## src/rtl/ibmw_pkg.sv

```systemverilog
// Shared types, codes and constants of the indirect block map walker.
`default_nettype none

package ibmw_pkg;

    // Default buffer depth, in pointers per block (power of two)
    localparam int unsigned MAX_PTRS_DEF = 1024;

    // Mount slots that may tag the cache
    localparam int unsigned MOUNT_SLOTS = 4;

    // Inode pointer layout
    localparam int unsigned NUM_INODE_PTRS = 15;
    localparam int unsigned DIRECT_PTRS    = 12;
    localparam int unsigned SINGLE_SLOT    = 12;
    localparam int unsigned DOUBLE_SLOT    = 13;
    localparam int unsigned TRIPLE_SLOT    = 14;

    // log2 of pointers per block at the smallest block size
    localparam int unsigned BASE_PTR_LOG = 8;

    // Command codes
    localparam logic [1:0] CMD_LOAD_PTR   = 2'd0;
    localparam logic [1:0] CMD_MAP        = 2'd1;
    localparam logic [1:0] CMD_FETCH_WORD = 2'd2;

    // Result kinds
    localparam logic KIND_FETCH  = 1'b0;
    localparam logic KIND_RESULT = 1'b1;

    // Configuration register indexes
    localparam int unsigned CFG_INDEX_W = 2;
    localparam logic [CFG_INDEX_W-1:0] REG_BLOCK_SIZE_LOG = 2'd0;
    localparam logic [CFG_INDEX_W-1:0] REG_BLOCK_COUNT    = 2'd1;

    // Request word
    typedef struct packed {
        logic [1:0]  cmd;
        logic [1:0]  mount_slot;
        logic [3:0]  slot_index;
        logic [31:0] word_value;
        logic [31:0] logical_block;
    } ibmw_in_t;

    // Response word
    typedef struct packed {
        logic        kind;
        logic [31:0] block_number;
        logic        out_of_range;
    } ibmw_out_t;

    // Configuration view handed to the walker
    typedef struct packed {
        logic [1:0]  block_size_log;
        logic [31:0] block_count;
        logic        wr;
    } ibmw_cfg_t;

endpackage

`default_nettype wire

```

## src/rtl/ibmw_walker.sv

```systemverilog
// Walker control: inode pointers, cache tag, fill sequencing and level walk.
`default_nettype none

module ibmw_walker #(
    parameter int unsigned MAX_PTRS = ibmw_pkg::MAX_PTRS_DEF,
    parameter int unsigned ADDR_W   = $clog2(MAX_PTRS)
) (
    input  wire logic                clk,
    input  wire logic                rst_n,
    input  wire ibmw_pkg::ibmw_cfg_t cfg,
    input  wire logic                req_valid,
    output logic                     req_ready,
    input  wire ibmw_pkg::ibmw_in_t  req_data,
    output logic                     res_valid,
    input  wire logic                res_ready,
    output ibmw_pkg::ibmw_out_t      res_data,
    output logic                     mem_we,
    output logic [ADDR_W-1:0]        mem_waddr,
    output logic [31:0]              mem_wdata,
    output logic                     mem_re,
    output logic [ADDR_W-1:0]        mem_raddr,
    input  wire logic [31:0]         mem_rdata
);

    import ibmw_pkg::*;

    localparam int unsigned SH_W = 5;
    localparam logic [1:0] LEVEL_SINGLE = 2'd1;
    localparam logic [1:0] LEVEL_DOUBLE = 2'd2;
    localparam logic [1:0] LEVEL_TRIPLE = 2'd3;

    typedef enum logic [4:0] {
        ST_IDLE   = 5'b00001,
        ST_DECODE = 5'b00010,
        ST_WALK   = 5'b00100,
        ST_READ   = 5'b01000,
        ST_EMIT   = 5'b10000
    } walk_state_t;

    walk_state_t       state_reg, state_next;
    logic [31:0]       ptr_reg [NUM_INODE_PTRS];
    logic [31:0]       ptr_next [NUM_INODE_PTRS];
    logic              cache_valid_reg, cache_valid_next;
    logic              fetch_pending_reg, fetch_pending_next;
    logic [ADDR_W-1:0] fill_count_reg, fill_count_next;
    logic [31:0]       cached_block_reg, cached_block_next;
    logic [1:0]        cached_mount_reg, cached_mount_next;
    logic [1:0]        walk_level_reg, walk_level_next;
    logic [31:0]       walk_rem_reg, walk_rem_next;
    logic [1:0]        walk_mount_reg, walk_mount_next;
    logic [31:0]       cur_ptr_reg, cur_ptr_next;
    logic [1:0]        cur_level_reg, cur_level_next;
    logic [31:0]       cur_rem_reg, cur_rem_next;
    logic [1:0]        cur_mount_reg, cur_mount_next;
    ibmw_out_t         res_reg, res_next;

    logic              accept;
    logic [1:0]        lg_capped;
    logic [SH_W-1:0]   k_raw;
    logic [SH_W-1:0]   k_eff;
    logic [31:0]       ppb_mask;
    logic [31:0]       lim1, lim2, lim3;
    logic [31:0]       rem1, rem2, rem3;
    logic [SH_W-1:0]   sh;
    logic [31:0]       idx_wide;
    logic [31:0]       rem_mask;
    logic              cache_hit;

    assign accept    = req_valid && req_ready;
    assign req_ready = (state_reg == ST_IDLE);
    assign res_valid = (state_reg == ST_EMIT);
    assign res_data  = res_reg;

    // Pointers per block: code 3 acts as 2, capped at the buffer depth
    always_comb
    begin
        lg_capped = (cfg.block_size_log > 2'd2) ? 2'd2 : cfg.block_size_log;
        k_raw     = SH_W'(BASE_PTR_LOG) + SH_W'(lg_capped);
        k_eff     = (k_raw > SH_W'(ADDR_W)) ? SH_W'(ADDR_W) : k_raw;
        ppb_mask  = (32'd1 << k_eff) - 32'd1;
    end

    // Level boundaries; the powers are disjoint bits, so OR adds them
    always_comb
    begin
        lim1 = 32'(DIRECT_PTRS) | (32'd1 << k_eff);
        lim2 = lim1 | (32'd1 << (k_eff + k_eff));
        lim3 = lim2 | (32'd1 << (k_eff + k_eff + k_eff));
        rem1 = cur_rem_reg - 32'(DIRECT_PTRS);
        rem2 = cur_rem_reg - lim1;
        rem3 = cur_rem_reg - lim2;
    end

    // Buffer index and remainder mask of the current level
    always_comb
    begin
        if (cur_level_reg == LEVEL_TRIPLE)
        begin
            sh = k_eff + k_eff;
        end
        else if (cur_level_reg == LEVEL_DOUBLE)
        begin
            sh = k_eff;
        end
        else
        begin
            sh = '0;
        end
        idx_wide = (cur_rem_reg >> sh) & ppb_mask;
        rem_mask = (32'd1 << sh) - 32'd1;
    end

    assign cache_hit = cache_valid_reg && (cached_mount_reg == cur_mount_reg) &&
                       (cached_block_reg == cur_ptr_reg);

    // Buffer ports: fill on fetched words, read only once a fill is complete
    assign mem_we    = accept && (req_data.cmd == CMD_FETCH_WORD) && fetch_pending_reg;
    assign mem_waddr = fill_count_reg;
    assign mem_wdata = req_data.word_value;
    assign mem_re    = (state_reg == ST_WALK) && (cur_ptr_reg != 32'd0) && cache_hit;
    assign mem_raddr = idx_wide[ADDR_W-1:0];

    // Next state
    always_comb
    begin
        state_next         = state_reg;
        ptr_next           = ptr_reg;
        cache_valid_next   = cache_valid_reg;
        fetch_pending_next = fetch_pending_reg;
        fill_count_next    = fill_count_reg;
        cached_block_next  = cached_block_reg;
        cached_mount_next  = cached_mount_reg;
        walk_level_next    = walk_level_reg;
        walk_rem_next      = walk_rem_reg;
        walk_mount_next    = walk_mount_reg;
        cur_ptr_next       = cur_ptr_reg;
        cur_level_next     = cur_level_reg;
        cur_rem_next       = cur_rem_reg;
        cur_mount_next     = cur_mount_reg;
        res_next           = res_reg;

        case (state_reg)
            ST_IDLE:
            begin
                if (accept)
                begin
                    case (req_data.cmd)
                        CMD_LOAD_PTR:
                        begin
                            if (req_data.slot_index < 4'(NUM_INODE_PTRS))
                            begin
                                ptr_next[req_data.slot_index] = req_data.word_value;
                            end
                        end
                        CMD_MAP:
                        begin
                            // Drop any pending fetch and decode the request
                            fetch_pending_next = 1'b0;
                            fill_count_next    = '0;
                            cur_rem_next       = req_data.logical_block;
                            cur_mount_next     = req_data.mount_slot;
                            state_next         = ST_DECODE;
                        end
                        CMD_FETCH_WORD:
                        begin
                            if (fetch_pending_reg)
                            begin
                                if (fill_count_reg == ppb_mask[ADDR_W-1:0])
                                begin
                                    // Last word: mark cached and resume the walk
                                    fetch_pending_next = 1'b0;
                                    fill_count_next    = '0;
                                    cache_valid_next   = 1'b1;
                                    cur_ptr_next       = cached_block_reg;
                                    cur_level_next     = walk_level_reg;
                                    cur_rem_next       = walk_rem_reg;
                                    cur_mount_next     = walk_mount_reg;
                                    state_next         = ST_WALK;
                                end
                                else
                                begin
                                    fill_count_next = fill_count_reg + 1'b1;
                                end
                            end
                        end
                        default:
                        begin
                        end
                    endcase
                end
            end

            ST_DECODE:
            begin
                res_next.kind         = KIND_RESULT;
                res_next.block_number = 32'd0;
                res_next.out_of_range = 1'b0;
                if (5'(cur_mount_reg) >= 5'(MOUNT_SLOTS))
                begin
                    res_next.out_of_range = 1'b1;
                    state_next            = ST_EMIT;
                end
                else if (cur_rem_reg < 32'(DIRECT_PTRS))
                begin
                    res_next.block_number = ptr_reg[cur_rem_reg[3:0]];
                    state_next            = ST_EMIT;
                end
                else if (cur_rem_reg < lim1)
                begin
                    cur_ptr_next   = ptr_reg[SINGLE_SLOT];
                    cur_level_next = LEVEL_SINGLE;
                    cur_rem_next   = rem1;
                    state_next     = ST_WALK;
                end
                else if (cur_rem_reg < lim2)
                begin
                    cur_ptr_next   = ptr_reg[DOUBLE_SLOT];
                    cur_level_next = LEVEL_DOUBLE;
                    cur_rem_next   = rem2;
                    state_next     = ST_WALK;
                end
                else if (cur_rem_reg < lim3)
                begin
                    cur_ptr_next   = ptr_reg[TRIPLE_SLOT];
                    cur_level_next = LEVEL_TRIPLE;
                    cur_rem_next   = rem3;
                    state_next     = ST_WALK;
                end
                else
                begin
                    // Beyond triple indirect reach
                    res_next.out_of_range = 1'b1;
                    state_next            = ST_EMIT;
                end
            end

            ST_WALK:
            begin
                res_next.kind         = KIND_RESULT;
                res_next.block_number = 32'd0;
                res_next.out_of_range = 1'b0;
                if (cur_ptr_reg == 32'd0)
                begin
                    // Hole
                    state_next = ST_EMIT;
                end
                else if (cache_hit)
                begin
                    state_next = ST_READ;
                end
                else if (cur_ptr_reg >= cfg.block_count)
                begin
                    cache_valid_next      = 1'b0;
                    res_next.out_of_range = 1'b1;
                    state_next            = ST_EMIT;
                end
                else
                begin
                    // Miss: retag the buffer and request the block
                    cache_valid_next      = 1'b0;
                    cached_block_next     = cur_ptr_reg;
                    cached_mount_next     = cur_mount_reg;
                    fetch_pending_next    = 1'b1;
                    fill_count_next       = '0;
                    walk_level_next       = cur_level_reg;
                    walk_rem_next         = cur_rem_reg;
                    walk_mount_next       = cur_mount_reg;
                    res_next.kind         = KIND_FETCH;
                    res_next.block_number = cur_ptr_reg;
                    state_next            = ST_EMIT;
                end
            end

            ST_READ:
            begin
                if (cur_level_reg <= LEVEL_SINGLE)
                begin
                    res_next.kind         = KIND_RESULT;
                    res_next.block_number = mem_rdata;
                    res_next.out_of_range = 1'b0;
                    state_next            = ST_EMIT;
                end
                else
                begin
                    // Descend one level
                    cur_ptr_next   = mem_rdata;
                    cur_rem_next   = cur_rem_reg & rem_mask;
                    cur_level_next = cur_level_reg - 2'd1;
                    state_next     = ST_WALK;
                end
            end

            ST_EMIT:
            begin
                if (res_ready)
                begin
                    state_next = ST_IDLE;
                end
            end

            default:
            begin
                state_next = ST_IDLE;
            end
        endcase

        // Register writes invalidate the cache and abandon a fetch
        if (cfg.wr)
        begin
            cache_valid_next   = 1'b0;
            fetch_pending_next = 1'b0;
            fill_count_next    = '0;
        end
    end

    // Control state
    always_ff @(posedge clk or negedge rst_n)
    begin
        if (!rst_n)
        begin
            state_reg         <= ST_IDLE;
            cache_valid_reg   <= 1'b0;
            fetch_pending_reg <= 1'b0;
            fill_count_reg    <= '0;
            for (int i = 0; i < NUM_INODE_PTRS; i++)
            begin
                ptr_reg[i] <= 32'd0;
            end
        end
        else
        begin
            state_reg         <= state_next;
            cache_valid_reg   <= cache_valid_next;
            fetch_pending_reg <= fetch_pending_next;
            fill_count_reg    <= fill_count_next;
            ptr_reg           <= ptr_next;
        end
    end

    // Tags, saved walk and working registers
    always_ff @(posedge clk)
    begin
        cached_block_reg <= cached_block_next;
        cached_mount_reg <= cached_mount_next;
        walk_level_reg   <= walk_level_next;
        walk_rem_reg     <= walk_rem_next;
        walk_mount_reg   <= walk_mount_next;
        cur_ptr_reg      <= cur_ptr_next;
        cur_level_reg    <= cur_level_next;
        cur_rem_reg      <= cur_rem_next;
        cur_mount_reg    <= cur_mount_next;
        res_reg          <= res_next;
    end

endmodule

`default_nettype wire

```

## config.mk

```make
export PLATFORM = sky130hd
export DESIGN_NAME = ibmw_walker
export DESIGN_NICKNAME = d
export VERILOG_FILES = /design/src/rtl/ibmw_pkg.sv /design/src/rtl/ibmw_walker.sv
export SDC_FILE = /design/constraint.sdc
export NUM_CORES = 1
export LEC_CHECK = 0
export ABC_CLOCK_PERIOD_IN_PS = 5600
export BUFFER_PORTS_ARGS = -buffer_cell sky130_fd_sc_hd__buf_4
export CORE_ASPECT_RATIO = 0.75
export CORE_MARGIN = 2
export CORE_UTILIZATION = 50
export DETAILED_ROUTE_END_ITERATION = 16
export PLACE_DENSITY = 0.68
export SLEW_MARGIN = 20
export SYNTH_ARGS = -nofsm -noshare
export SYNTH_HDL_FRONTEND = slang
export SYNTH_SLANG_ARGS = --single-unit
```

## constraint.sdc

```tcl
create_clock -name clk -period 5.6 [get_ports clk]
set_input_delay 0.56 -clock clk [delete_from_list [all_inputs] [get_ports clk]]
set_output_delay 0.56 -clock clk [all_outputs]
set_load 0.03 [all_outputs]
```

=== After elaboration in Yosys (flattened, before gate mapping) ===
Cells that the tools add are included.
W data, S select, Z words.

* $add $sub $neg: 10
* Bitwise logic cells: 9
* Shifts and indexed selects: 5
* Equality and inequality tests: 35
* Mux-type cells: 93
* Multiply operators: 0
* Reductions and logical operators: 25
* Divide/modulo/power cells: 0
* Magnitude comparators: 12

{| class="wikitable"
|+ Operators by type and width
! cell !! number
|-
| $mux W32 || 21
|-
| $bwmux W480 || 1
|-
| $pmux W32 S3 || 2
|-
| $bmux W32 S4 || 1
|-
| $demux W32 S4 || 1
|-
| $shl A1 B5 Y32 const A || 4
|-
| $mux W34 || 3
|-
| $pmux W34 S3 || 1
|-
| $lt A32 B32 Y1 || 3
|-
| $mux W10 || 7
|-
| $mux W5 || 14
|-
| $or A32 B32 Y32 || 2
|-
| $pmux W32 S2 || 1
|-
| $sub A32 B32 Y32 || 2
|-
| $pmux W10 S2 || 2
|-
| $mux W33 || 1
|-
| $and A32 B32 Y32 || 1
|-
| $eq A32 B32 Y1 || 1
|-
| $ge A32 B32 Y1 || 1
|-
| $logic_not A32 Y1 || 1
|-
| $lt A32 B4 Y1 const B || 1
|-
| $reduce_bool A32 Y1 || 1
|-
| $shr A32 B5 Y10 || 1
|-
| $sub A32 B1 Y32 const B || 1
|-
| other kinds (48) || 115
|}

* Bits of input ports: 143
* Bits in registers: 667
* Output and inout port bits: 90
* Memories kept: 0
* ROM bits: 0
* Bits in latches: 0
* Memory bits (writable): 0

=== Longest topological paths before layout ===
Gate-level depths: netlist (run 1).

* Word-level depth: 15
* Gate-level depth with buffers: 15
* Mapped depth without buffers: 11

=== Worst setup path after synthesis (run 1) ===
Ideal clock, no wire load.

* Path kind: input to register
* Start point: in cfg[34] (netlist name)
* End point: reg cur_level_reg[0] (enable)
* Arrival time: 5104 ps
* Stages: 14
* Setup slack: 28 ps
* Data required time: 5132 ps
* Cell sequence: clkbuf_1 -> inv_1 -> clkbuf_1 -> ha_1 -> clkbuf_1 -> nand4_1 -> a21oi_1 -> o21bai_1 -> and3_1 -> buf_2 -> nor2_1 -> o21ai_0 -> a21oi_1 -> nor3_1

* Cells in the longest elaborated chain, start to end: 12
* Elaborated cells on any way between the ends: 20
* Classes of those cells: add/sub (4); order compare (5); eq/ne (3); shift (3); mux (2); bitwise (2); reduce/logical (1)

{| class="wikitable"
|+ Ends and longest elaborated chain
! element !! RTL line !! RTL
|-
| from (decl) || ibmw_walker.sv:10 || <nowiki>input wire ibmw_pkg::ibmw_cfg_t cfg,</nowiki>
|-
| $gt A2 B2 Y1 || ibmw_walker.sv:77 || <nowiki>lg_capped = (cfg.block_size_log > 2'd2) ? 2'd2 : cfg.block_size_log;</nowiki>
|-
| $mux W2 * || ibmw_walker.sv:77 ||
|-
| $add A4 B2 Y5 * || ibmw_walker.sv:78 || <nowiki>k_raw = SH_W'(BASE_PTR_LOG) + SH_W'(lg_capped);</nowiki>
|-
| $gt A5 B4 Y1 || ibmw_walker.sv:79 || <nowiki>k_eff = (k_raw > SH_W'(ADDR_W)) ? SH_W'(ADDR_W) : k_raw;</nowiki>
|-
| $mux W5 * || ibmw_walker.sv:79 ||
|-
| $add A5 B5 Y5 || ibmw_walker.sv:87, ibmw_walker.sv:88 ||
|-
| $add A5 B5 Y5 / $shl A1 B5 Y32 (equally long branches) || ibmw_walker.sv:88, ibmw_walker.sv:87 ||
|-
| $shl A1 B5 Y32 / $or A32 B32 Y32 (equally long branches) || ibmw_walker.sv:88, ibmw_walker.sv:87 ||
|-
| $or A32 B32 Y32 || ibmw_walker.sv:88 || <nowiki>lim3 = lim2 | (32'd1 << (k_eff + k_eff + k_eff));</nowiki>
|-
| $lt A32 B32 Y1 || ibmw_walker.sv:222 || <nowiki>else if (cur_rem_reg < lim3)</nowiki>
|-
| $ne A4 B4 Y1 (no line) || -- ||
|-
| $reduce_and A8 Y1 (no line) * || -- ||
|-
| to (signal assigned) || ibmw_walker.sv:349 || <nowiki>cur_level_reg <= cur_level_next;</nowiki>
|-
| to (decl) || ibmw_walker.sv:52 || <nowiki>logic [1:0] cur_level_reg, cur_level_next;</nowiki>
|}

Mark *: on every way between the ends. The rest lies on a longest branch, timed or not.
A chain may end at the register's enable or synchronous reset.

=== Worst setup path after layout (run 1) ===
* Start point: reg cur_level_reg[0]
* End point: out mem_raddr[6]

* Cells in the longest elaborated chain, start to end: 5
* Elaborated cells on any way between the ends: 6
* Classes of those cells: eq/ne (2); shift (1); mux (2); bitwise (1)

{| class="wikitable"
|+ Ends and longest elaborated chain
! element !! RTL line !! RTL
|-
| $eq A2 B2 Y1 || ibmw_walker.sv:101 || <nowiki>else if (cur_level_reg == LEVEL_DOUBLE)</nowiki>
|-
| $mux W5 || ibmw_walker.sv:101 ||
|-
| $mux W5 * || ibmw_walker.sv:97 || <nowiki>if (cur_level_reg == LEVEL_TRIPLE)</nowiki>
|-
| $shr A32 B5 Y10 * || ibmw_walker.sv:109 || <nowiki>idx_wide = (cur_rem_reg >> sh) & ppb_mask;</nowiki>
|-
| $and A10 B10 Y10 * || ibmw_walker.sv:109 ||
|-
| to (decl) || ibmw_walker.sv:21 || <nowiki>output logic [ADDR_W-1:0] mem_raddr,</nowiki>
|}

Marks and branches as above.

==> results of run 1 <==
==> layout make-up <==
cell class | instances | area [um2] | share of cell area [%]
Sequential cell | 667 | 17500 | 44.8
Multi-Input combinational cell | 1695 | 15800 | 40.3
Timing Repair Buffer | 281 | 2190 | 5.61
Clock buffer | 103 | 2040 | 5.21
Tap cell | 892 | 1120 | 2.85
Clock inverter | 24 | 246 | 0.630
Inverter | 58 | 220 | 0.562
==> power breakdown <==
part / internal, uW / total (uW) / switching, uW
logic: 715 / 1310 / 599
clock network: 2650 / 4670 / 2010
registers: 5420 / 5700 / 276
total: 8790 / 11700 / 2890
==> metal layers <==
layer	vias up	share of wire, %
li1	10203	-
met1	12602	45
met2	1187	44
met3	133	9.5
met4	0	1.9
met5	-	0
==> cell families (layout without fill, tap and decap cells) <==
logic type      count (synthesis)  after routing  synth area share [%]
other cells                     1             10                0.0109
flops                         667            667                  50.9
simple gates                  480            480                  6.83
compound gates                373            373                  7.67
fa+ha+maj                      62             62                  2.25
xor+xnor                       50             50                  1.27
buf+inv                       293            466                  3.77
mux                           720            720                  27.3
==> placed cells by master, fill, tap and decap left out, drive strengths merged, types with 5 or more instances in the layout <==
master,count
nand3b,6
a211oi,12
o311ai,7
nand4,14
xnor2,45
o41ai,5
mux2i,99
a21o,9
o221ai,15
a311oi,25
nor2b,38
or4,7
dfrtp,496
clkbuf,103
xor2,5
mux4,126
nand3,33
a221o,56
and3,9
nor2,84
o22ai,14
inv,57
a31oi,7
or3,13
o211ai,8
mux2,495
conb,10
a222oi,11
a21oi,62
buf,280
nand2b,12
o21ai,110
clkinv,22
nand2,182
nor4,22
and2,5
nor3,39
edfxtp,170
ha,62
==> final timing paths <==
| check | cells after the start | from | to | slack [ns] |
|---|---|---|---|---|
| max in group asynchronous | 3 | rst_n | mem_waddr[4] | 3.82 |
| hold / removal | 2 | cfg[0] | cache_valid_reg | 0.21 |
| min in group asynchronous | 2 | rst_n | ptr_reg[124] | 0.56 |
| hold reg to reg | 0 | cur_mount_reg[1] | walk_mount_reg[1] | 0.49 |
| setup / recovery | 11 | cur_level_reg[0] | mem_raddr[6] | 0.68 |
| setup reg to reg | 12 | cur_ptr_reg[0] | res_data[20] | 1.21 |
==> Yosys cell counts (6+ instances only) <==
library cell  count
nor3_1           38
nand4_1          14
o22ai_1          14
o311ai_0          7
or3_1            12
a21o_1            9
a211oi_1         11
mux4_2          126
and3_1            9
edfxtp_1        170
xnor2_1          45
buf_1            23
clkbuf_1        140
o21ai_0         107
nor4_1           20
dfrtp_1         496
nand2_1         182
nand3_1          33
inv_1            55
nand3b_1          6
mux2_2          495
nor2_1           84
ha_1             62
nor2b_1          38
mux2i_1          99
a31oi_1           7
a21oi_1          58
o221ai_1         15
a222oi_1         11
o211ai_1          8
a221o_1          56
buf_2            35
nand2b_1         11
buf_4            33
a311oi_1         25
==> metrics by stage <==
stage	std cells	hold WS (ns)	power, uW
floorplan	2655	0.264	6570
global placement	3592	0.471	7000
detailed placement	3592	0.469	7090
CTS	3720	0.173	11700
global route	3720	0.190	12100
finish	3720	0.206	11700
==> worst reg2reg max path: stages (launching register included) <==
cell and delay (ns):
edfxtp_1 0.46, inv_1 0.16, ha_1 0.25, nand2b_1 0.14
a21o_1 0.21, a211o_1 0.30, a2111oi_0 0.40, o2111ai_1 0.30
a21oi_1 0.28, nand3_1 0.37, inv_4 0.68, buf_12 0.40
a221o_1 0.28
==> metrics.md, run 1 <==
| Metric | Value |
|---|---|
| Final instance area | between 30000 and 40000 um2 |
| Critical Path, Cell by Cell | inv_1, ha_1, buf_4, nor2b_1, a22o_1, mux2_2, o21ai_0, a21oi_1, a211oi_1, a21oi_1, buf_4 |
| Total grt overflow | 0 |
| Reg clk slew, reported paths | ~0.06 ns |
| Residual DRC | 0 |
| Post CTS Setup Buffer Count | 0 |
| Register area share after synthesis | ~51% |
| Maxcap violations | 0 |
| Setup TNS | 0 ns |
| Placed Instance Area | roughly 37000 um2 |
| Routed wire length | around 110 mm |
| Buffers on Ports | approximately 230 |
| Status | finished, final reports clean |
| Crit path kind | reg2out |
| Die Wd | slightly above 300 um |
| Synth area leaders | dfrtp_1 (36%), mux2_2 (16%), edfxtp_1 (15%), mux4_2 (8.2%), mux2i_1 (2.9%) |
| Hold/Removal Path Class | in2reg |
| Hold-fix buffers, CTS | 1 |
| Layout cells sized above 1 | roughly 37% |
| Slew Limit Fails | 0 |
| Critical path launch point type | register |
| Post-DRT Antenna Nets | 0 |
| CORE AREA | between 60000 and 70000 um2 |
| VDD IR max | 241 uV |
| Delay of the slowest cell on the worst path | between 0.8 and 0.9 ns |
| Global-route wire length before repair | 160 mm |
| Ys flop type | dfrtp_1 |
| Mapped cell area | approximately 34000 um2 |
| Post-synth EDFFs | 170 |
| Largest register FFs | 480 |
| Final nets | slightly below 3000 |
| Clk_skew | ~0.021 ns |
| Util after Layout | about 57% |
| Rows | just over 80 |
| Normalized max-slew margin | about a fifth |
| Syn Inst Count | roughly 2600 |
| Met2 usage | roughly 44% |
| Worst EP required | slightly above 5 ns |
| Hpwl dp | 72.4 mm |
| Top Ports | 233 |
| Area delta synth->final | 13.6% |
| Initial antenna violation count | 1 |
| Top-area cell type share of the netlist area | 36.0% |
| Met1 usage | 46.2% |
| DR iter-0 viols | 2872 |
| Final worst path period need | 4.92 ns |
| Vias in the first global route | between 20000 and 25000 |
| Worst skew pair latency | just over 0.6 ns |
| Static leakage | 0.0168 uW |
| Synth unique cells | 85 |
| Initial core utilization | 50.4% |
| Largest area contributor in the netlist | dfrtp_1 |
| Via count | about 24000 |
| Setup-failing EPs final | 0 |
| Die footprint | 71100 um2 |
| DIE HEIGHT | about 230 um |
| GR Util met3 | under 10% |
| Tcrit/Tclk final | around 90% |
| Root buffer cell | clkbuf_16 |
| Yosys warns | 0 |
| Largest net degree at the start of global routing | ~120 |
| CTS sink cnt | 667 |
| Worst path top cell family by delay | compound AO/OA/AOI/OAI gates |
| Ant diodes | 0 |
| GPL Wtd Cong | roughly 0.98 |
| Drt pass-1 iters | 6 |
| Filler cells | between 5000 and 6000 |
| Place WS | roughly 0.77 ns |
| CP endpoint kind | output pin |
| Mean Syn Cell Area | 13.0 um2 |
| Arrival time worst endpoint | 4.36 ns |
| CP max-delay cell | a22o_1 |
| Via density | approximately 6.5 |
| Buf+Inv Stages, Crit Path | 3 |
| H-tree depth | 3 |
| Unrepaired setup endpoints after global routing | no |
| Share of flip-flops with an asynchronous set or reset | between 70% and 80% |
| CTS tree | built |
| Maximum root-to-sink buffer count | 3 |
| CTS buffer count | 70 |
| Wire per inst | around 29 um |
| Hold Vio Cnt, Final | 0 |
| Grt peak-use layer | met1 |
| PnR worst setup slack | 0.678 ns |
| Fmax | a little over 200 MHz |
| PwrDens | 298 nW/um2 |
| Worst slew pin tran | around 1.2 ns |
| Post-cts sizing count | 0 |
| Tot GR Track Use | 30.3% |
| CP max FO | 21 |
| Synth Register Bits | around 670 |
No activity file was read; power rests on OpenSTA's default activity.
==> run 2: changes to the inputs <==
--- a/config.mk
+++ b/config.mk
@@ -8,7 +8,6 @@
 export ABC_CLOCK_PERIOD_IN_PS = 5600
 export BUFFER_PORTS_ARGS = -buffer_cell sky130_fd_sc_hd__buf_4
 export CORE_ASPECT_RATIO = 0.75
-export CORE_MARGIN = 2
 export CORE_UTILIZATION = 50
 export DETAILED_ROUTE_END_ITERATION = 16
 export PLACE_DENSITY = 0.68
==> constraint.sdc (replaced) <==
create_clock -name clk -period 5.6 [get_ports clk]
set_input_delay 0.56 -clock clk [delete_from_list [all_inputs] [get_ports clk]]
set_output_delay 0.56 -clock clk [all_outputs]
set_load 0.1 [all_outputs]
==> metrics.md, run 2 (synthesized netlist as in run 1, its figures left out) <==
| Metric | Value |
|---|---|
| Tot GR Track Use | 29.9% |
| Unrepaired setup endpoints after global routing | no |
| Via count | 24053 |
| Residual DRC | 0 |
| Global-route wire length before repair | roughly 160 mm |
| Buffers on Ports | approximately 230 |
| Vias in the first global route | ~24000 |
| Worst EP required | about 5 ns |
| R2R depth | 11 |
| CP max FO | 22 |
| Rows | 82 |
| Worst r2r dst | res_data[16] |
| CP endpoint kind | output pin |
| Status | finished, final reports clean |
| Post-cts sizing count | 0 |
| Setup TNS | 0 ns |
| Worst slew pin tran | between 1 and 1.5 ns |
| Worst R2R Start | cur_ptr_reg[20] |
| Static leakage | roughly 0.017 uW |
| H-tree depth | 3 |
| Arrival time worst endpoint | 4.26 ns |
| Wire per inst | around 28 um |
| Top Ports | around 230 |
| Placed cells | about 3600 |
| Hold/Removal Path Class | in2reg |
| Maximum root-to-sink buffer count | 3 |
| Placed Instance Area | ~37000 um2 |
| Slew Limit Fails | 0 |
| Final nets | approximately 3000 |
| CTS tree | built |
| Initial antenna violation count | 0 |
| Total grt overflow | 0 |
| Layout cells sized above 1 | between 30% and 40% |
| Setup-failing EPs final | 0 |
| Final worst path period need | approximately 4.8 ns |
| Hold path startpoint | cfg[0] |
| WHS Endpoint | cache_valid_reg |
| Worst skew pair latency | ~0.62 ns |
| Clk_skew | roughly 0.023 ns |
| Routed wire length | approximately 100 mm |
| Via density | about 6.5 |
| Normalized max-slew margin | 25.5% |
| R2r setup slk | between 1 and 1.5 ns |
| Maxcap violations | 0 |
| Largest register FFs | 480 |
| DR iter-0 viols | roughly 2600 |
| Fmax | slightly above 200 MHz |
| Final instance area | ~40000 um2 |
| Critical path launch point type | register |
| Root buffer cell | clkbuf_16 |
| Die Wd | 305 um |
| Drt pass-1 iters | 5 |
| Most common cell after layout, fill and taps aside | dfrtp_1 |
| Ant diodes | 0 |
| Die footprint | ~70000 um2 |
| Tcrit/Tclk final | a little under nine tenths |
| CTS sink cnt | about 670 |
| VDD IR max | 264 uV |
| Commonest non-fill, non-tap cells in the layout | dfrtp_1 (496), mux2_2 (495), buf_4 (280) |
| Crit path kind | reg2out |
| Non-filler instance count after layout | about 3700 |
| DIE HEIGHT | approximately 230 um |
| Reg clk slew, reported paths | about 0.070 ns |
| Hold Vio Cnt, Final | 0 |
| GPL Wtd Cong | about 0.96 |
| Hpwl dp | between 70 and 80 mm |
| PwrDens | roughly 300 nW/um2 |
| Initial core utilization | roughly 51% |
| Area delta synth->final | 13.7% |
| Hold path cells | 2 |
| CORE AREA | about 68000 um2 |
| Post-DRT Antenna Nets | 0 |
| Largest net degree at the start of global routing | 150 |
| CTS buffer count | 67 |
[run 2: cell count changes in the layout (fill, tap and decap cells not counted), sizes merged]
cell      before  now
clkbuf       103  100
inv           57   59
bufinv         2    4
buf          280  289
clkinvlp       1    0
clkinv        22   13
[run 2: cell type report]
cell class / instances / area [um2]
Clock inverter: 18 / 208
Fill cell: 5423 / 28300
Clock buffer: 100 / 2020
Sequential cell: 667 / 17500
Multi-Input combinational cell: 1695 / 15800
Tap cell: 882 / 1100
Inverter: 58 / 220
Timing Repair Buffer: 290 / 2300
[run 2: worst max-delay path by stage]
stage | startpoint | slack, ns | end | depth (start not counted)
floorplan | cur_level_reg[0] | 0.57 | mem_raddr[7] | 11
global placement | cfg[24] | 1.23 | res_data[18] | 13
detailed placement | cfg[34] | 0.99 | cur_ptr_reg[6] | 13
CTS | cur_level_reg[0] | 0.82 | mem_raddr[9] | 11
global route | cur_level_reg[1] | 0.59 | mem_raddr[8] | 12
finish | cur_level_reg[0] | 0.78 | mem_raddr[9] | 11
[run 2: critical path, stage by stage (launching register included)]
cell and delay, ns:
edfxtp_1 0.47, ha_1 0.42, buf_4 0.28, nor2b_1 0.33, a22o_1 0.61, buf_4 0.39
mux2i_1 0.21, o21ai_0 0.15, mux2_2 0.29, a22oi_1 0.15, nor2_1 0.07, buf_4 0.26
[run 2: repair_timing]
item | 4_1_cts | 5_1_grt
hold buffers | 1 | 0
hold endpoints to repair | 79 | 0
buffers inserted | 0 | 0
[run 2: per-layer routing]
metal / part of all wire, % / vias up / GRT usage [%]
li1: - / 10217 / -
met4: 2.7 / 0 / 8.95
met1: 45 / 12442 / 45.2
met3: 9.7 / 164 / 7.51
met2: 43 / 1230 / 42.4
met5: 0 / - / 0
[run 2: power by group]
| group | switching, uW | internal (uW) |
|---|---|---|
| logic | 676 | 715 |
| clock network | 1930 | 2680 |
| registers | 267 | 5420 |
[run 2: per-stage QoR]
step	total power [uW]	worst slack, ns	hold slack [ns]	utilization, %
finish	11700	0.781	0.211	58.0
global route	12100	0.586	0.208	58.0
CTS	11700	0.823	0.171	58.0
detailed placement	7160	0.993	0.467	54.7
global placement	7070	1.23	0.461	54.6
floorplan	6660	0.574	0.264	-
